--- src/rtl/core/mva_pkg.sv ---
// ----------------------------------------------------------------------------
// mva_pkg
// Shared types and constants of the MIDI voice allocator: event codes,
// result codes, sequencer states and the voice table entry.
// ----------------------------------------------------------------------------
package mva_pkg;

  localparam int DEFAULT_VOICES = 4;
  localparam int SLOT_W         = 4;
  localparam int DUTY_W         = 10;
  localparam int ADDR_W         = 4;

  localparam logic [7:0]  CODE_NOTE_ON  = 8'h09;
  localparam logic [7:0]  CODE_NOTE_OFF = 8'h08;
  localparam logic [7:0]  CHAN_MASK     = 8'h0F;
  localparam logic [6:0]  TOP_NOTE      = 7'd127;
  localparam logic [DUTY_W-1:0] DUTY_MAX = 10'h3FF;

  // Register indexes, taken from paddr[3:2].
  localparam logic [1:0] REG_BASE_PITCH = 2'd0;
  localparam logic [1:0] REG_INC_BASE   = 2'd1;
  localparam logic [1:0] REG_INC_STEP   = 2'd2;

  typedef enum logic [1:0] {
    ACT_IGNORED  = 2'd0,
    ACT_ASSIGNED = 2'd1,
    ACT_RELEASED = 2'd2,
    ACT_NO_MATCH = 2'd3
  } action_t;

  typedef enum logic [2:0] {
    ST_IDLE,
    ST_RD,
    ST_EVAL,
    ST_WR,
    ST_DIV_GO,
    ST_DIV_WAIT
  } state_t;

  typedef struct packed {
    logic [6:0]  pitch;
    logic [7:0]  age;
    logic [31:0] incr;
  } voice_entry_t;

  typedef struct packed {
    logic [6:0]  base_pitch;
    logic [31:0] inc_base;
    logic [31:0] inc_step;
  } cfg_t;

endpackage

--- src/rtl/core/mva_cfg.sv ---
// ----------------------------------------------------------------------------
// mva_cfg
// APB-style configuration registers: base pitch, base increment and
// increment per semitone.
// ----------------------------------------------------------------------------
module mva_cfg
  import mva_pkg::*;
(
  input  logic              clk,
  input  logic              rst_n,
  input  logic              psel,
  input  logic              penable,
  input  logic              pwrite,
  input  logic [ADDR_W-1:0] paddr,
  input  logic [31:0]       pwdata,
  output logic [31:0]       prdata,
  output logic              pready,
  output cfg_t              cfg
);

  cfg_t       cfg_r;
  logic       wr_en;
  logic [1:0] reg_idx;

  assign pready  = 1'b1;
  assign wr_en   = psel && penable && pwrite;
  assign reg_idx = paddr[3:2];
  assign cfg     = cfg_r;

  always_ff @(posedge clk) begin
    if (!rst_n) begin
      cfg_r <= '0;
    end else if (wr_en) begin
      case (reg_idx)
        REG_BASE_PITCH: cfg_r.base_pitch <= pwdata[6:0];
        REG_INC_BASE:   cfg_r.inc_base   <= pwdata;
        REG_INC_STEP:   cfg_r.inc_step   <= pwdata;
        default: ;
      endcase
    end
  end

  always_comb begin
    case (reg_idx)
      REG_BASE_PITCH: prdata = {25'd0, cfg_r.base_pitch};
      REG_INC_BASE:   prdata = cfg_r.inc_base;
      REG_INC_STEP:   prdata = cfg_r.inc_step;
      default:        prdata = 32'd0;
    endcase
  end

endmodule

--- src/rtl/core/mva_table.sv ---
// ----------------------------------------------------------------------------
// mva_table
// Voice table: one synchronous memory of entries with a registered read,
// plus a valid bit per entry so that reset frees every voice.
// ----------------------------------------------------------------------------
module mva_table
  import mva_pkg::*;
#(
  parameter int VOICES = DEFAULT_VOICES,
  parameter int IDX_W  = (VOICES > 1) ? $clog2(VOICES) : 1
) (
  input  logic             clk,
  input  logic             rst_n,
  input  logic             rd_en,
  input  logic [IDX_W-1:0] rd_addr,
  output voice_entry_t     rd_data,
  input  logic             wr_en,
  input  logic [IDX_W-1:0] wr_addr,
  input  voice_entry_t     wr_data
);

  voice_entry_t      mem [VOICES];
  voice_entry_t      rd_q_r;
  logic              rd_vld_r;
  logic [VOICES-1:0] vld_r;

  always_ff @(posedge clk) begin
    if (wr_en) begin
      mem[wr_addr] <= wr_data;
    end
    if (rd_en) begin
      rd_q_r <= mem[rd_addr];
    end
  end

  always_ff @(posedge clk) begin
    if (!rst_n) begin
      vld_r    <= '0;
      rd_vld_r <= 1'b0;
    end else begin
      if (wr_en) begin
        vld_r[wr_addr] <= 1'b1;
      end
      if (rd_en) begin
        rd_vld_r <= vld_r[rd_addr];
      end
    end
  end

  // An entry never written since reset is a free voice of age zero.
  always_comb begin
    rd_data = rd_q_r;
    if (!rd_vld_r) begin
      rd_data.pitch = 7'd0;
      rd_data.age   = 8'd0;
    end
  end

endmodule

--- src/rtl/core/mva_duty.sv ---
// ----------------------------------------------------------------------------
// mva_duty
// Control-voltage duty: floor(note*4096/(127-base)) saturated to 10 bits,
// by restoring division one quotient bit per cycle.
// ----------------------------------------------------------------------------
module mva_duty
  import mva_pkg::*;
(
  input  logic              clk,
  input  logic              rst_n,
  input  logic              start,
  input  logic [6:0]        cur_note,
  input  logic [6:0]        base_pitch,
  output logic              done,
  output logic [DUTY_W-1:0] duty
);

  localparam int CNT_W = $clog2(DUTY_W + 1);

  logic              run_r;
  logic              done_r;
  logic [CNT_W-1:0]  cnt_r;
  logic [7:0]        rem_r;
  logic [6:0]        span_r;
  logic [DUTY_W-1:0] q_r;
  logic [6:0]        span;
  logic              sat;
  logic [7:0]        shifted;
  logic              fits;

  assign span = TOP_NOTE - base_pitch;
  // The quotient exceeds 10 bits exactly when note*4 reaches the span.
  assign sat  = (base_pitch == TOP_NOTE) || ({cur_note, 2'b00} >= {2'b00, span});

  assign shifted = {rem_r[6:0], 1'b0};
  assign fits    = shifted >= {1'b0, span_r};

  always_ff @(posedge clk) begin
    if (!rst_n) begin
      run_r  <= 1'b0;
      done_r <= 1'b0;
      cnt_r  <= '0;
    end else begin
      done_r <= 1'b0;
      if (start) begin
        if (cur_note == 7'd0 || sat) begin
          done_r <= 1'b1;
        end else begin
          run_r <= 1'b1;
          cnt_r <= CNT_W'(DUTY_W);
        end
      end else if (run_r) begin
        cnt_r <= cnt_r - CNT_W'(1);
        if (cnt_r == CNT_W'(1)) begin
          run_r  <= 1'b0;
          done_r <= 1'b1;
        end
      end
    end
  end

  always_ff @(posedge clk) begin
    if (start) begin
      span_r <= span;
      // Below saturation note*4 is smaller than the span, so it fits.
      rem_r  <= {cur_note[5:0], 2'b00};
      if (cur_note == 7'd0) begin
        q_r <= '0;
      end else if (sat) begin
        q_r <= DUTY_MAX;
      end else begin
        q_r <= '0;
      end
    end else if (run_r) begin
      rem_r <= fits ? (shifted - {1'b0, span_r}) : shifted;
      q_r   <= {q_r[DUTY_W-2:0], fits};
    end
  end

  assign done = done_r;
  assign duty = q_r;

endmodule

--- src/rtl/core/midi_voice_allocator_cv.sv ---
// ----------------------------------------------------------------------------
// midi_voice_allocator_cv
// Least-recently-used voice allocator for MIDI note events, with phase
// increment and control-voltage duty results.
// ----------------------------------------------------------------------------
// Use: drive in_event_code, in_status_byte and in_note and raise start while
// busy is low; the item is taken at that edge and busy rises at once. Only
// channel 0 note-on and note-off items touch the voice table; all others are
// reported as ignored. Each item gives exactly one result, shown for one
// cycle with out_valid; the receiver cannot stall it, so it must take every
// strobe. The next item is taken once busy falls again, in the cycle of the
// strobe at the earliest.
// Sequence: a note-on or note-off walks the table one entry at a time, each
// entry a memory read, then the update and write-back; a note-on then makes
// the final write, and an ignored item skips the table. The duty step then
// skips the divider when the duty is zero or saturated; otherwise the divider
// runs, one quotient bit a cycle. Reset frees all voices through valid bits
// at once, clears the gate and the current note, and zeroes the
// configuration registers. Configuration is written through the APB port
// while busy is low; the user must keep to this, as the block does not
// enforce it.
// ----------------------------------------------------------------------------
module midi_voice_allocator_cv
  import mva_pkg::*;
#(
  parameter int VOICES = DEFAULT_VOICES
) (
  input  logic              clk,
  input  logic              rst_n,
  input  logic              start,
  output logic              busy,
  input  logic [7:0]        in_event_code,
  input  logic [7:0]        in_status_byte,
  input  logic [6:0]        in_note,
  output logic              out_valid,
  output logic [1:0]        out_action,
  output logic [SLOT_W-1:0] out_voice_slot,
  output logic [31:0]       out_increment,
  output logic [DUTY_W-1:0] out_cv_duty,
  output logic              out_gate,
  input  logic              psel,
  input  logic              penable,
  input  logic              pwrite,
  input  logic [ADDR_W-1:0] paddr,
  input  logic [31:0]       pwdata,
  output logic [31:0]       prdata,
  output logic              pready
);

  localparam int IDX_W = (VOICES > 1) ? $clog2(VOICES) : 1;

  cfg_t cfg;

  state_t state_r, state_nxt;

  logic [IDX_W-1:0] idx_r, idx_nxt;
  logic [IDX_W-1:0] pick_r, pick_nxt;
  logic [7:0]       pick_age_r, pick_age_nxt;
  logic             hit_r, hit_nxt;
  logic             op_on_r, op_on_nxt;
  logic [6:0]       note_r, note_nxt;
  logic [31:0]      diff_r, diff_nxt;
  logic [31:0]      prod_r, prod_nxt;
  logic [6:0]       cur_note_r, cur_note_nxt;
  logic             gate_r, gate_nxt;
  action_t          act_r, act_nxt;
  logic [IDX_W-1:0] slot_r, slot_nxt;
  logic [31:0]      inc_hold_r, inc_hold_nxt;

  logic              out_valid_r, out_valid_nxt;
  action_t           out_action_r, out_action_nxt;
  logic [SLOT_W-1:0] out_slot_r, out_slot_nxt;
  logic [31:0]       out_inc_r, out_inc_nxt;
  logic [DUTY_W-1:0] out_duty_r, out_duty_nxt;
  logic              out_gate_r, out_gate_nxt;

  logic             accept;
  logic             chan_ok;
  logic             is_on;
  logic             is_off;
  voice_entry_t     ent;
  voice_entry_t     wr_data;
  logic             rd_en;
  logic             wr_en;
  logic [IDX_W-1:0] wr_addr;
  logic             ent_free;
  logic             ent_take;
  logic             ent_match;
  logic             last;
  logic [7:0]       age_inc;
  logic [31:0]      new_incr;
  logic             div_start;
  logic             div_done;
  logic [DUTY_W-1:0] div_duty;

  mva_cfg u_cfg (
    .clk     (clk),
    .rst_n   (rst_n),
    .psel    (psel),
    .penable (penable),
    .pwrite  (pwrite),
    .paddr   (paddr),
    .pwdata  (pwdata),
    .prdata  (prdata),
    .pready  (pready),
    .cfg     (cfg)
  );

  // Reads and writes are serialized by the sequencer: an entry is written
  // back before the next read is issued, so no forwarding is needed.
  mva_table #(
    .VOICES (VOICES),
    .IDX_W  (IDX_W)
  ) u_table (
    .clk     (clk),
    .rst_n   (rst_n),
    .rd_en   (rd_en),
    .rd_addr (idx_r),
    .rd_data (ent),
    .wr_en   (wr_en),
    .wr_addr (wr_addr),
    .wr_data (wr_data)
  );

  mva_duty u_duty (
    .clk        (clk),
    .rst_n      (rst_n),
    .start      (div_start),
    .cur_note   (cur_note_r),
    .base_pitch (cfg.base_pitch),
    .done       (div_done),
    .duty       (div_duty)
  );

  assign busy    = (state_r != ST_IDLE);
  assign accept  = start && (state_r == ST_IDLE);
  assign chan_ok = (in_status_byte & CHAN_MASK) == 8'h00;
  assign is_on   = chan_ok && (in_event_code == CODE_NOTE_ON);
  assign is_off  = chan_ok && (in_event_code == CODE_NOTE_OFF);

  assign ent_free  = (ent.pitch == 7'd0);
  // The first entry always becomes the candidate; later ones compare
  // against the candidate's age as already incremented.
  assign ent_take  = (idx_r == '0) || (ent.age >= pick_age_r);
  assign ent_match = (ent.pitch == note_r);
  assign last      = (idx_r == IDX_W'(VOICES - 1));
  assign age_inc   = ent.age + 8'd1;
  assign new_incr  = cfg.inc_base + prod_r;
  assign prod_nxt  = cfg.inc_step * diff_r;

  always_comb begin
    state_nxt = state_r;
    case (state_r)
      ST_IDLE: begin
        if (start) begin
          state_nxt = (is_on || is_off) ? ST_RD : ST_DIV_GO;
        end
      end
      ST_RD: begin
        state_nxt = ST_EVAL;
      end
      ST_EVAL: begin
        if (op_on_r) begin
          state_nxt = (ent_free || last) ? ST_WR : ST_RD;
        end else begin
          state_nxt = last ? ST_DIV_GO : ST_RD;
        end
      end
      ST_WR: begin
        state_nxt = ST_DIV_GO;
      end
      ST_DIV_GO: begin
        state_nxt = ST_DIV_WAIT;
      end
      ST_DIV_WAIT: begin
        if (div_done) begin
          state_nxt = ST_IDLE;
        end
      end
      default: begin
        state_nxt = ST_IDLE;
      end
    endcase
  end

  always_comb begin
    idx_nxt        = idx_r;
    pick_nxt       = pick_r;
    pick_age_nxt   = pick_age_r;
    hit_nxt        = hit_r;
    op_on_nxt      = op_on_r;
    note_nxt       = note_r;
    diff_nxt       = diff_r;
    cur_note_nxt   = cur_note_r;
    gate_nxt       = gate_r;
    act_nxt        = act_r;
    slot_nxt       = slot_r;
    inc_hold_nxt   = inc_hold_r;
    out_valid_nxt  = 1'b0;
    out_action_nxt = out_action_r;
    out_slot_nxt   = out_slot_r;
    out_inc_nxt    = out_inc_r;
    out_duty_nxt   = out_duty_r;
    out_gate_nxt   = out_gate_r;
    rd_en          = 1'b0;
    wr_en          = 1'b0;
    wr_addr        = idx_r;
    wr_data        = ent;
    div_start      = 1'b0;

    case (state_r)
      ST_IDLE: begin
        if (accept) begin
          note_nxt     = in_note;
          op_on_nxt    = is_on;
          idx_nxt      = '0;
          pick_nxt     = '0;
          pick_age_nxt = 8'd0;
          hit_nxt      = 1'b0;
          diff_nxt     = {25'd0, in_note} - {25'd0, cfg.base_pitch};
          slot_nxt     = '0;
          inc_hold_nxt = 32'd0;
          if (is_on) begin
            act_nxt = ACT_ASSIGNED;
          end else if (is_off) begin
            act_nxt = ACT_NO_MATCH;
          end else begin
            act_nxt = ACT_IGNORED;
          end
        end
      end
      ST_RD: begin
        rd_en = 1'b1;
      end
      ST_EVAL: begin
        if (op_on_r) begin
          if (ent_free) begin
            pick_nxt = idx_r;
          end else begin
            wr_en       = 1'b1;
            wr_data.age = age_inc;
            if (ent_take) begin
              pick_nxt     = idx_r;
              pick_age_nxt = age_inc;
            end
            if (!last) begin
              idx_nxt = idx_r + IDX_W'(1);
            end
          end
        end else begin
          if (ent_match) begin
            wr_en         = 1'b1;
            wr_data.pitch = 7'd0;
            hit_nxt       = 1'b1;
          end
          if (last) begin
            if (hit_r || ent_match) begin
              cur_note_nxt = 7'd0;
              gate_nxt     = 1'b0;
              act_nxt      = ACT_RELEASED;
            end
          end else begin
            idx_nxt = idx_r + IDX_W'(1);
          end
        end
      end
      ST_WR: begin
        wr_en         = 1'b1;
        wr_addr       = pick_r;
        wr_data.pitch = note_r;
        wr_data.age   = 8'd0;
        wr_data.incr  = new_incr;
        cur_note_nxt  = note_r;
        gate_nxt      = 1'b1;
        slot_nxt      = pick_r;
        inc_hold_nxt  = new_incr;
      end
      ST_DIV_GO: begin
        div_start = 1'b1;
      end
      ST_DIV_WAIT: begin
        if (div_done) begin
          out_valid_nxt  = 1'b1;
          out_action_nxt = act_r;
          out_slot_nxt   = SLOT_W'(slot_r);
          out_inc_nxt    = inc_hold_r;
          out_duty_nxt   = div_duty;
          out_gate_nxt   = gate_r;
        end
      end
      default: ;
    endcase
  end

  always_ff @(posedge clk) begin
    if (!rst_n) begin
      state_r     <= ST_IDLE;
      cur_note_r  <= 7'd0;
      gate_r      <= 1'b0;
      out_valid_r <= 1'b0;
    end else begin
      state_r     <= state_nxt;
      cur_note_r  <= cur_note_nxt;
      gate_r      <= gate_nxt;
      out_valid_r <= out_valid_nxt;
    end
  end

  always_ff @(posedge clk) begin
    idx_r        <= idx_nxt;
    pick_r       <= pick_nxt;
    pick_age_r   <= pick_age_nxt;
    hit_r        <= hit_nxt;
    op_on_r      <= op_on_nxt;
    note_r       <= note_nxt;
    diff_r       <= diff_nxt;
    prod_r       <= prod_nxt;
    act_r        <= act_nxt;
    slot_r       <= slot_nxt;
    inc_hold_r   <= inc_hold_nxt;
    out_action_r <= out_action_nxt;
    out_slot_r   <= out_slot_nxt;
    out_inc_r    <= out_inc_nxt;
    out_duty_r   <= out_duty_nxt;
    out_gate_r   <= out_gate_nxt;
  end

  assign out_valid      = out_valid_r;
  assign out_action     = out_action_r;
  assign out_voice_slot = out_slot_r;
  assign out_increment  = out_inc_r;
  assign out_cv_duty    = out_duty_r;
  assign out_gate       = out_gate_r;

endmodule

--- config.mk ---
export PLATFORM = sky130hd
export DESIGN_NAME = midi_voice_allocator_cv
export DESIGN_NICKNAME = d
export VERILOG_FILES = /design/src/rtl/core/mva_pkg.sv /design/src/rtl/core/mva_cfg.sv /design/src/rtl/core/mva_table.sv /design/src/rtl/core/mva_duty.sv /design/src/rtl/core/midi_voice_allocator_cv.sv
export SDC_FILE = /design/constraint.sdc
export NUM_CORES = 1
export LEC_CHECK = 0
export BUFFER_PORTS_ARGS = -buffer_cell sky130_fd_sc_hd__buf_2
export CORE_UTILIZATION = 63
export DETAILED_ROUTE_END_ITERATION = 6
export PLACE_DENSITY = 0.82
export SYNTH_ARGS = -nofsm -noshare
export SYNTH_HDL_FRONTEND = slang
export SYNTH_SLANG_ARGS = --single-unit
--- constraint.sdc ---
create_clock -name clk -period 8.25 [get_ports clk]
set_clock_uncertainty 0.1 [all_clocks]
set_input_delay 2.0625 -clock clk [delete_from_list [all_inputs] [get_ports clk]]
set_output_delay 2.0625 -clock clk [all_outputs]
set_load 0.03 [all_outputs]
==> results of run 1 <==
==> registers in the layout, indices dropped and copies added (netlist names), 3 cells and up <==
name,count
out_increment,32
state_r,3
u_duty.duty,10
u_duty.span_r,7
u_table.vld_r,4
u_duty.cnt_r,4
note_r,7
u_table.mem,60
cur_note_r,7
u_duty.rem_r,7
pick_age_r,8
out_cv_duty,10
inc_hold_r,32
u_cfg.cfg,71
u_table.rd_q_r,15
diff_r,8
prod_r,32
==> final cells by class <==
class,instances,area share (%)
inverters,409,5.240
well taps,539,2.302
multi-input cells,1756,54.88
clock inverters,18,0.9865
repair buffers,179,3.399
flip-flops and latches,337,30.17
diodes,1,0.008541
clock buffers,40,3.015
==> report_power, final <==
| group | switching, uW | leakage (uW) | internal (uW) |
|---|---|---|---|
| clock | 633 | 0.000581 | 980 |
| sequential | 93.9 | 0.00298 | 1890 |
| combinational | 352 | 0.0101 | 212 |
==> stage by stage <==
stage / cells / setup slack [ns] / utilization, % / total power [uW]
2_1_floorplan: 2614 / 1.083 / - / 2365
3_3_place_gp: 3220 / 0.5875 / 67.05 / 2536
3_5_place_dp: 3220 / 0.5208 / 67.05 / 2563
4_1_cts: 3278 / 0.4840 / 69.84 / 4160
5_1_grt: 3279 / 0.1990 / 69.85 / 4295
6_report: 3279 / 0.4341 / 69.85 / 4160
==> cell usage in the layout (no fill, tap or decap), drive strengths merged, types with 40 or more instances in the layout <==
| cell | instances |
|---|---|
| fa | 315 |
| nand2 | 337 |
| dfxtp | 128 |
| xor2 | 49 |
| xnor2 | 85 |
| ha | 183 |
| o21ai | 55 |
| inv | 410 |
| edfxtp | 209 |
| nor2 | 109 |
| a21oi | 143 |
| clkbuf | 40 |
| buf | 179 |
| and2 | 133 |
==> metal layers <==
metal / vias up / global-route usage (%) / share of wire [%]
met3: 158 / 4.996 / 9.7
met5: - / 0 / 0
met1: 9761 / 45.14 / 40
li1: 8667 / - / -
met2: 1005 / 51.76 / 47
met4: 0 / 11.06 / 3.4
==> path summary, 6_finish.rpt <==
check                                endpoint  slack (ns)                         start
setup / recovery           prod_r[30]$_DFF_P_        0.43          diff_r[30]$_DFFE_PP_
hold / removal    out_increment[10]$_DFFE_PP_        0.31  inc_hold_r[10]$_SDFFCE_PN0P_
setup reg to reg           prod_r[30]$_DFF_P_        0.43          diff_r[30]$_DFFE_PP_
hold reg to reg   out_increment[10]$_DFFE_PP_        0.31  inc_hold_r[10]$_SDFFCE_PN0P_
==> cell families (layout without fill, tap and decap cells) <==
| kind of cell | count (synthesis) | in the layout |
|---|---|---|
| DFF | 337 | 337 |
| muxes | 37 | 37 |
| and+or+nand+nor | 712 | 712 |
| xor gates and xnor gates | 134 | 134 |
| adders and majority gates | 501 | 501 |
| AOI/OAI and AO/OA | 369 | 369 |
| buffers and inverters | 521 | 646 |
| other | 2 | 4 |
==> impl_metrics.yaml, run 1 <==
outcome:
  status: "complete, no violations"
drt:
  drc: 0
  drtAntennaViolNets: 0
  vias_per_cell: 5.975
  vias: 19590
  wire_per_inst_um: 20.85
  first_pass_iters: 7
  wirelength_um: 68360
  drtIter0Drc: 2086
sta:
  finalSetupTns_ns: 0
  hold_viol: 0
  rsz0062_at_grt: "no"
  finalCritPeriodShare_pct: 94.74
  slew_violations: 0
  slew_headroom_pct: 27.47
  setup_viol: 0
  min_period_ns: 7.816
  hold_slack_ns: 0.3092
  timing.fmax_mhz: 127.9
  worstMarginPinSlew_ns: 1.086
floorplan:
  dieArea_mm2: 0.04345
  rows: 75
  core_area_mm2: 0.04195
  start_util_pct: 64.01
  die_w_um: 208.4
  die_h_um: 208.4
  pin_count: 149
yosys:
  synth_compound_gate_area_share_pct: 8.715
  ys_seq_area_share_pct: 32.92
  yosys-top-cells-area: "fa_1, edfxtp_1, dfxtp_1"
  yosysTopAreaCell: "fa_1"
  ys_top_cells_by_count: "inv_1, nand2_1, fa_1, edfxtp_1, ha_1"
  avgSynthCellArea_um2: 10.27
  ys_types: 63
  synth_top_family_by_area: "adder cells"
  synth_seq_cells: 337
  synthAdderAreaFrac_pct: 32.13
  synth_top_area_share_pct: 23.49
  synth_most_common_cell: "inv_1"
  synth_xor_area_share_pct: 4.371
  synth_ff_type: "edfxtp_1"
  synthSimpleGateAreaFrac_pct: 12.38
  yosysWarningCount: 0
  syn_inst: 2613
  synth_edf_count: 209
  muxShareOfSynthArea_pct: 2.130
  synthArstFlopShare_pct: 0
  syn-cell-area_mm2: 0.02685
final_layout:
  finalInstanceArea_mm2: 0.02930
  multi_input_area_mm2: 0.01608
  fillers: 3030
  layout-drive-gt1-share_pct: 9.931
  fin_nets: 3277
  register_area_mm2: 0.008838
  syn2layout_area_growth_pct: 9.125
worst_setup_path:
  start_kind: "flop"
  path_common_cell: "fa_1"
  worstPathRequired_ns: 8.67
  crit_cells: 24
  path_buf_inv: 4
  slowest_stage: "edfxtp_1"
  arrival_ns: 8.23
  rr_worst_depth: 24
  crit_family: "adder cells"
  crit_path_end_kind: "flop"
  max_stage_delay_ns: 0.75
  critPathKind: "flop to flop"
  path_cells: "nand2_1, inv_1, ha_1, a21oi_1, inv_1, fa_1, fa_1, inv_1, fa_1, inv_1, fa_1, fa_1, fa_1, fa_1, ha_1, a211oi_1, nand2_1, a211oi_1, o211ai_1, nand4_1, a31oi_1, a21o_1, a21oi_1, xnor2_1"
  worstPathMaxFanout: 21
global_route:
  grt.overflow.total: 0
  grt_util_all_layers_pct: 32.29
  grt_pass1_vias: 20160
  grt_first_pass_wirelength_um: 108700
  grt_max_degree: 88
  antenna_found_initial: 2
placement:
  dpl.hpwl_um: 52820
  globalplace.congestion: 0.9959
  port_buffers: 139
  dpl_cell_area_mm2: 0.02812
clock_tree:
  hold_buffers: 0
  cts_tree: "yes"
  cts_sinks: 337
  cts_buffers: 31
  post-cts-setup-buffers: 0
  clk-insertion-delay-late_ns: 0.59
  ctsLongestPathBuffers: 3
  clockRootBuffer: "clkbuf_16"
  cts.repair.resized: 0
  htreeDepth: 1
  clkTransAtPathRegs_ns: 0.07
power_and_ir_drop:
  ir_drop_v: 0.0001748
  leakage_uw: 0.01364
  power_density_mw_per_mm2: 142.0
min_path:
  hold_path_class: "flop to flop"
  min_path_cells: 0
run:
  drv_cap: 0
No activity file was read; power rests on OpenSTA's default activity.
==> run 2: changes to the inputs <==
CORE_UTILIZATION = 64   (was 63)
PLACE_DENSITY = 0.83   (was 0.82)
clock period = 9.7 ns   (was 8.25 ns; I/O delays follow)
==> run 2 against run 1 <==
Net effect:
- the flow now finishes with violations (design-rule violations)
- clock-buffer cell count grew 2
- power shrank 16%
- routed wire length shrank 1.8%
- critical path type unchanged
- largest power group unchanged
- highest routed layer unchanged
==> impl_metrics.yaml, run 2 (synthesis gave the netlist of run 1 again) <==
placement:
  dpl_cell_area_mm2: 0.02803
  globalplace.congestion: 0.9863
  dp_cells: 3202
  dpl.hpwl_um: 51730
  port_buffers: 139
final_layout:
  layout_commonest_cell: "inv_1"
  layout_common_cells: "inv_1, nand2_1, fa_1"
  fin_nets: 3270
  largest_register_ffs: 71
  layout-drive-gt1-share_pct: 9.623
  fin_cells: 3266
  syn2layout_area_growth_pct: 8.687
  finalInstanceArea_mm2: 0.02918
drt:
  drtAntennaViolNets: 0
  vias_per_cell: 5.951
  wirelength_um: 67140
  first_pass_iters: 7
  wire_per_inst_um: 20.56
  drc: 16
  drtIter0Drc: 2050
  vias: 19440
sta:
  slew_headroom_pct: 29.99
  setup_viol: 0
  rsz0062_at_grt: "no"
  min_period_ns: 7.857
  finalSetupTns_ns: 0
  hold_viol: 0
  slew_violations: 0
  timing.fmax_mhz: 127.3
  finalCritPeriodShare_pct: 81.00
  worstMarginPinSlew_ns: 1.049
power_and_ir_drop:
  sequentialPowerShare_pct: 47.6
  pwr-share-comb_pct: 14.2
  switchingPower_uw: 932.4
  leakage_uw: 0.01356
  p_clk_share_pct: 38.3
  ir_drop_v: 0.0001476
  netSwitchingFraction_pct: 26.66
  power_density_mw_per_mm2: 119.8
  power.internal_uw: 2564
global_route:
  grt_util_all_layers_pct: 32.64
  grt_first_pass_wirelength_um: 105700
  antenna_found_initial: 1
  grt_max_degree: 89
  grt.overflow.total: 0
  grt_pass1_vias: 19730
clock_tree:
  clockRootBuffer: "clkbuf_16"
  clk-insertion-delay-late_ns: 0.53
  cts_sinks: 337
  post-cts-setup-buffers: 0
  cts.repair.resized: 0
  cts_tree: "yes"
  ctsLongestPathBuffers: 3
  cts_buffers: 35
  htreeDepth: 2
  hold_buffers: 0
  clkTransAtPathRegs_ns: 0.06
floorplan:
  die_w_um: 206.8
  dieArea_mm2: 0.04277
  die_h_um: 206.8
  start_util_pct: 65.31
  rows: 74
  core_area_mm2: 0.04111
  pin_count: 149
worst_setup_path:
  crit_path_end_kind: "flop"
  worstPathMaxFanout: 22
  critPathKind: "flop to flop"
  start_kind: "flop"
  arrival_ns: 8.22
  worstPathRequired_ns: 10.07
outcome:
  status: "finished, violations left"
  violations: "design-rule violations"
run:
  drv_cap: 0
min_path:
  hold_path_class: "flop to flop"
## run 2: worst max-delay path: stages (launching register included)
cell and delay, ns:
edfxtp_1 0.85, buf_4 0.28, buf_4 0.23, nand2_1 0.15
inv_1 0.18, fa_1 0.52, fa_1 0.59, inv_1 0.06
fa_1 0.52, inv_1 0.05, fa_1 0.50, inv_1 0.05
fa_1 0.53, inv_1 0.05, fa_1 0.45, fa_1 0.51
fa_1 0.41, ha_1 0.37, o21a_1 0.14, nor2_1 0.14
nor2b_1 0.10, nor2b_1 0.14, a31oi_1 0.19, a31oi_1 0.15
a21o_1 0.20, a21oi_1 0.18, xnor2_1 0.13
## run 2: through the flow
| step | util, % | worst slack, ns | total power, uW | hold WS, ns |
|---|---|---|---|---|
| 2_1_floorplan | - | 2.533 | 2012 | 0.3003 |
| 3_3_place_gp | 68.18 | 2.017 | 2152 | 0.3016 |
| 3_5_place_dp | 68.18 | 1.915 | 2174 | 0.3045 |
| 4_1_cts | 70.98 | 1.906 | 3499 | 0.3180 |
| 5_1_grt | 70.98 | 1.538 | 3618 | 0.3186 |
| 6_report | 70.98 | 1.843 | 3497 | 0.3167 |
## run 2: layout make-up
class / instances / area, um2
Antenna cell: 1 / 2.502
Clock buffer: 42 / 933.4
Clock inverter: 21 / 217.7
Fill cell: 2899 / 11930
Inverter: 409 / 1535
Multi-Input combinational cell: 1756 / 16070
Sequential cell: 337 / 8838
Tap cell: 532 / 665.6
Timing Repair Buffer: 168 / 913.4
## run 2: worst paths after layout
check,from,end,slack [ns],cells past startpoint
max reg2reg,diff_r[30]$_DFFE_PP_,prod_r[30]$_DFF_P_,1.84,26
max,diff_r[30]$_DFFE_PP_,prod_r[30]$_DFF_P_,1.84,26
min,inc_hold_r[0]$_SDFFCE_PN0P_,out_increment[0]$_DFFE_PP_,0.32,0
min reg2reg,inc_hold_r[0]$_SDFFCE_PN0P_,out_increment[0]$_DFFE_PP_,0.32,0
## run 2: power by group through the flow
stage	combinational, uW	clock, uW	sequential, uW
CTS	489	1350	1660
finish	495	1340	1660
global route	544	1410	1670
floorplan	346	0	1670
detailed placement	483	0	1690
global placement	465	0	1690
## run 2: layer usage
layer  track usage [%]  part of all wire, %
met1             45.49                   41
met2             51.71                   46
met3             5.228                  9.2
met4             12.54                  3.7
met5                 0                    0
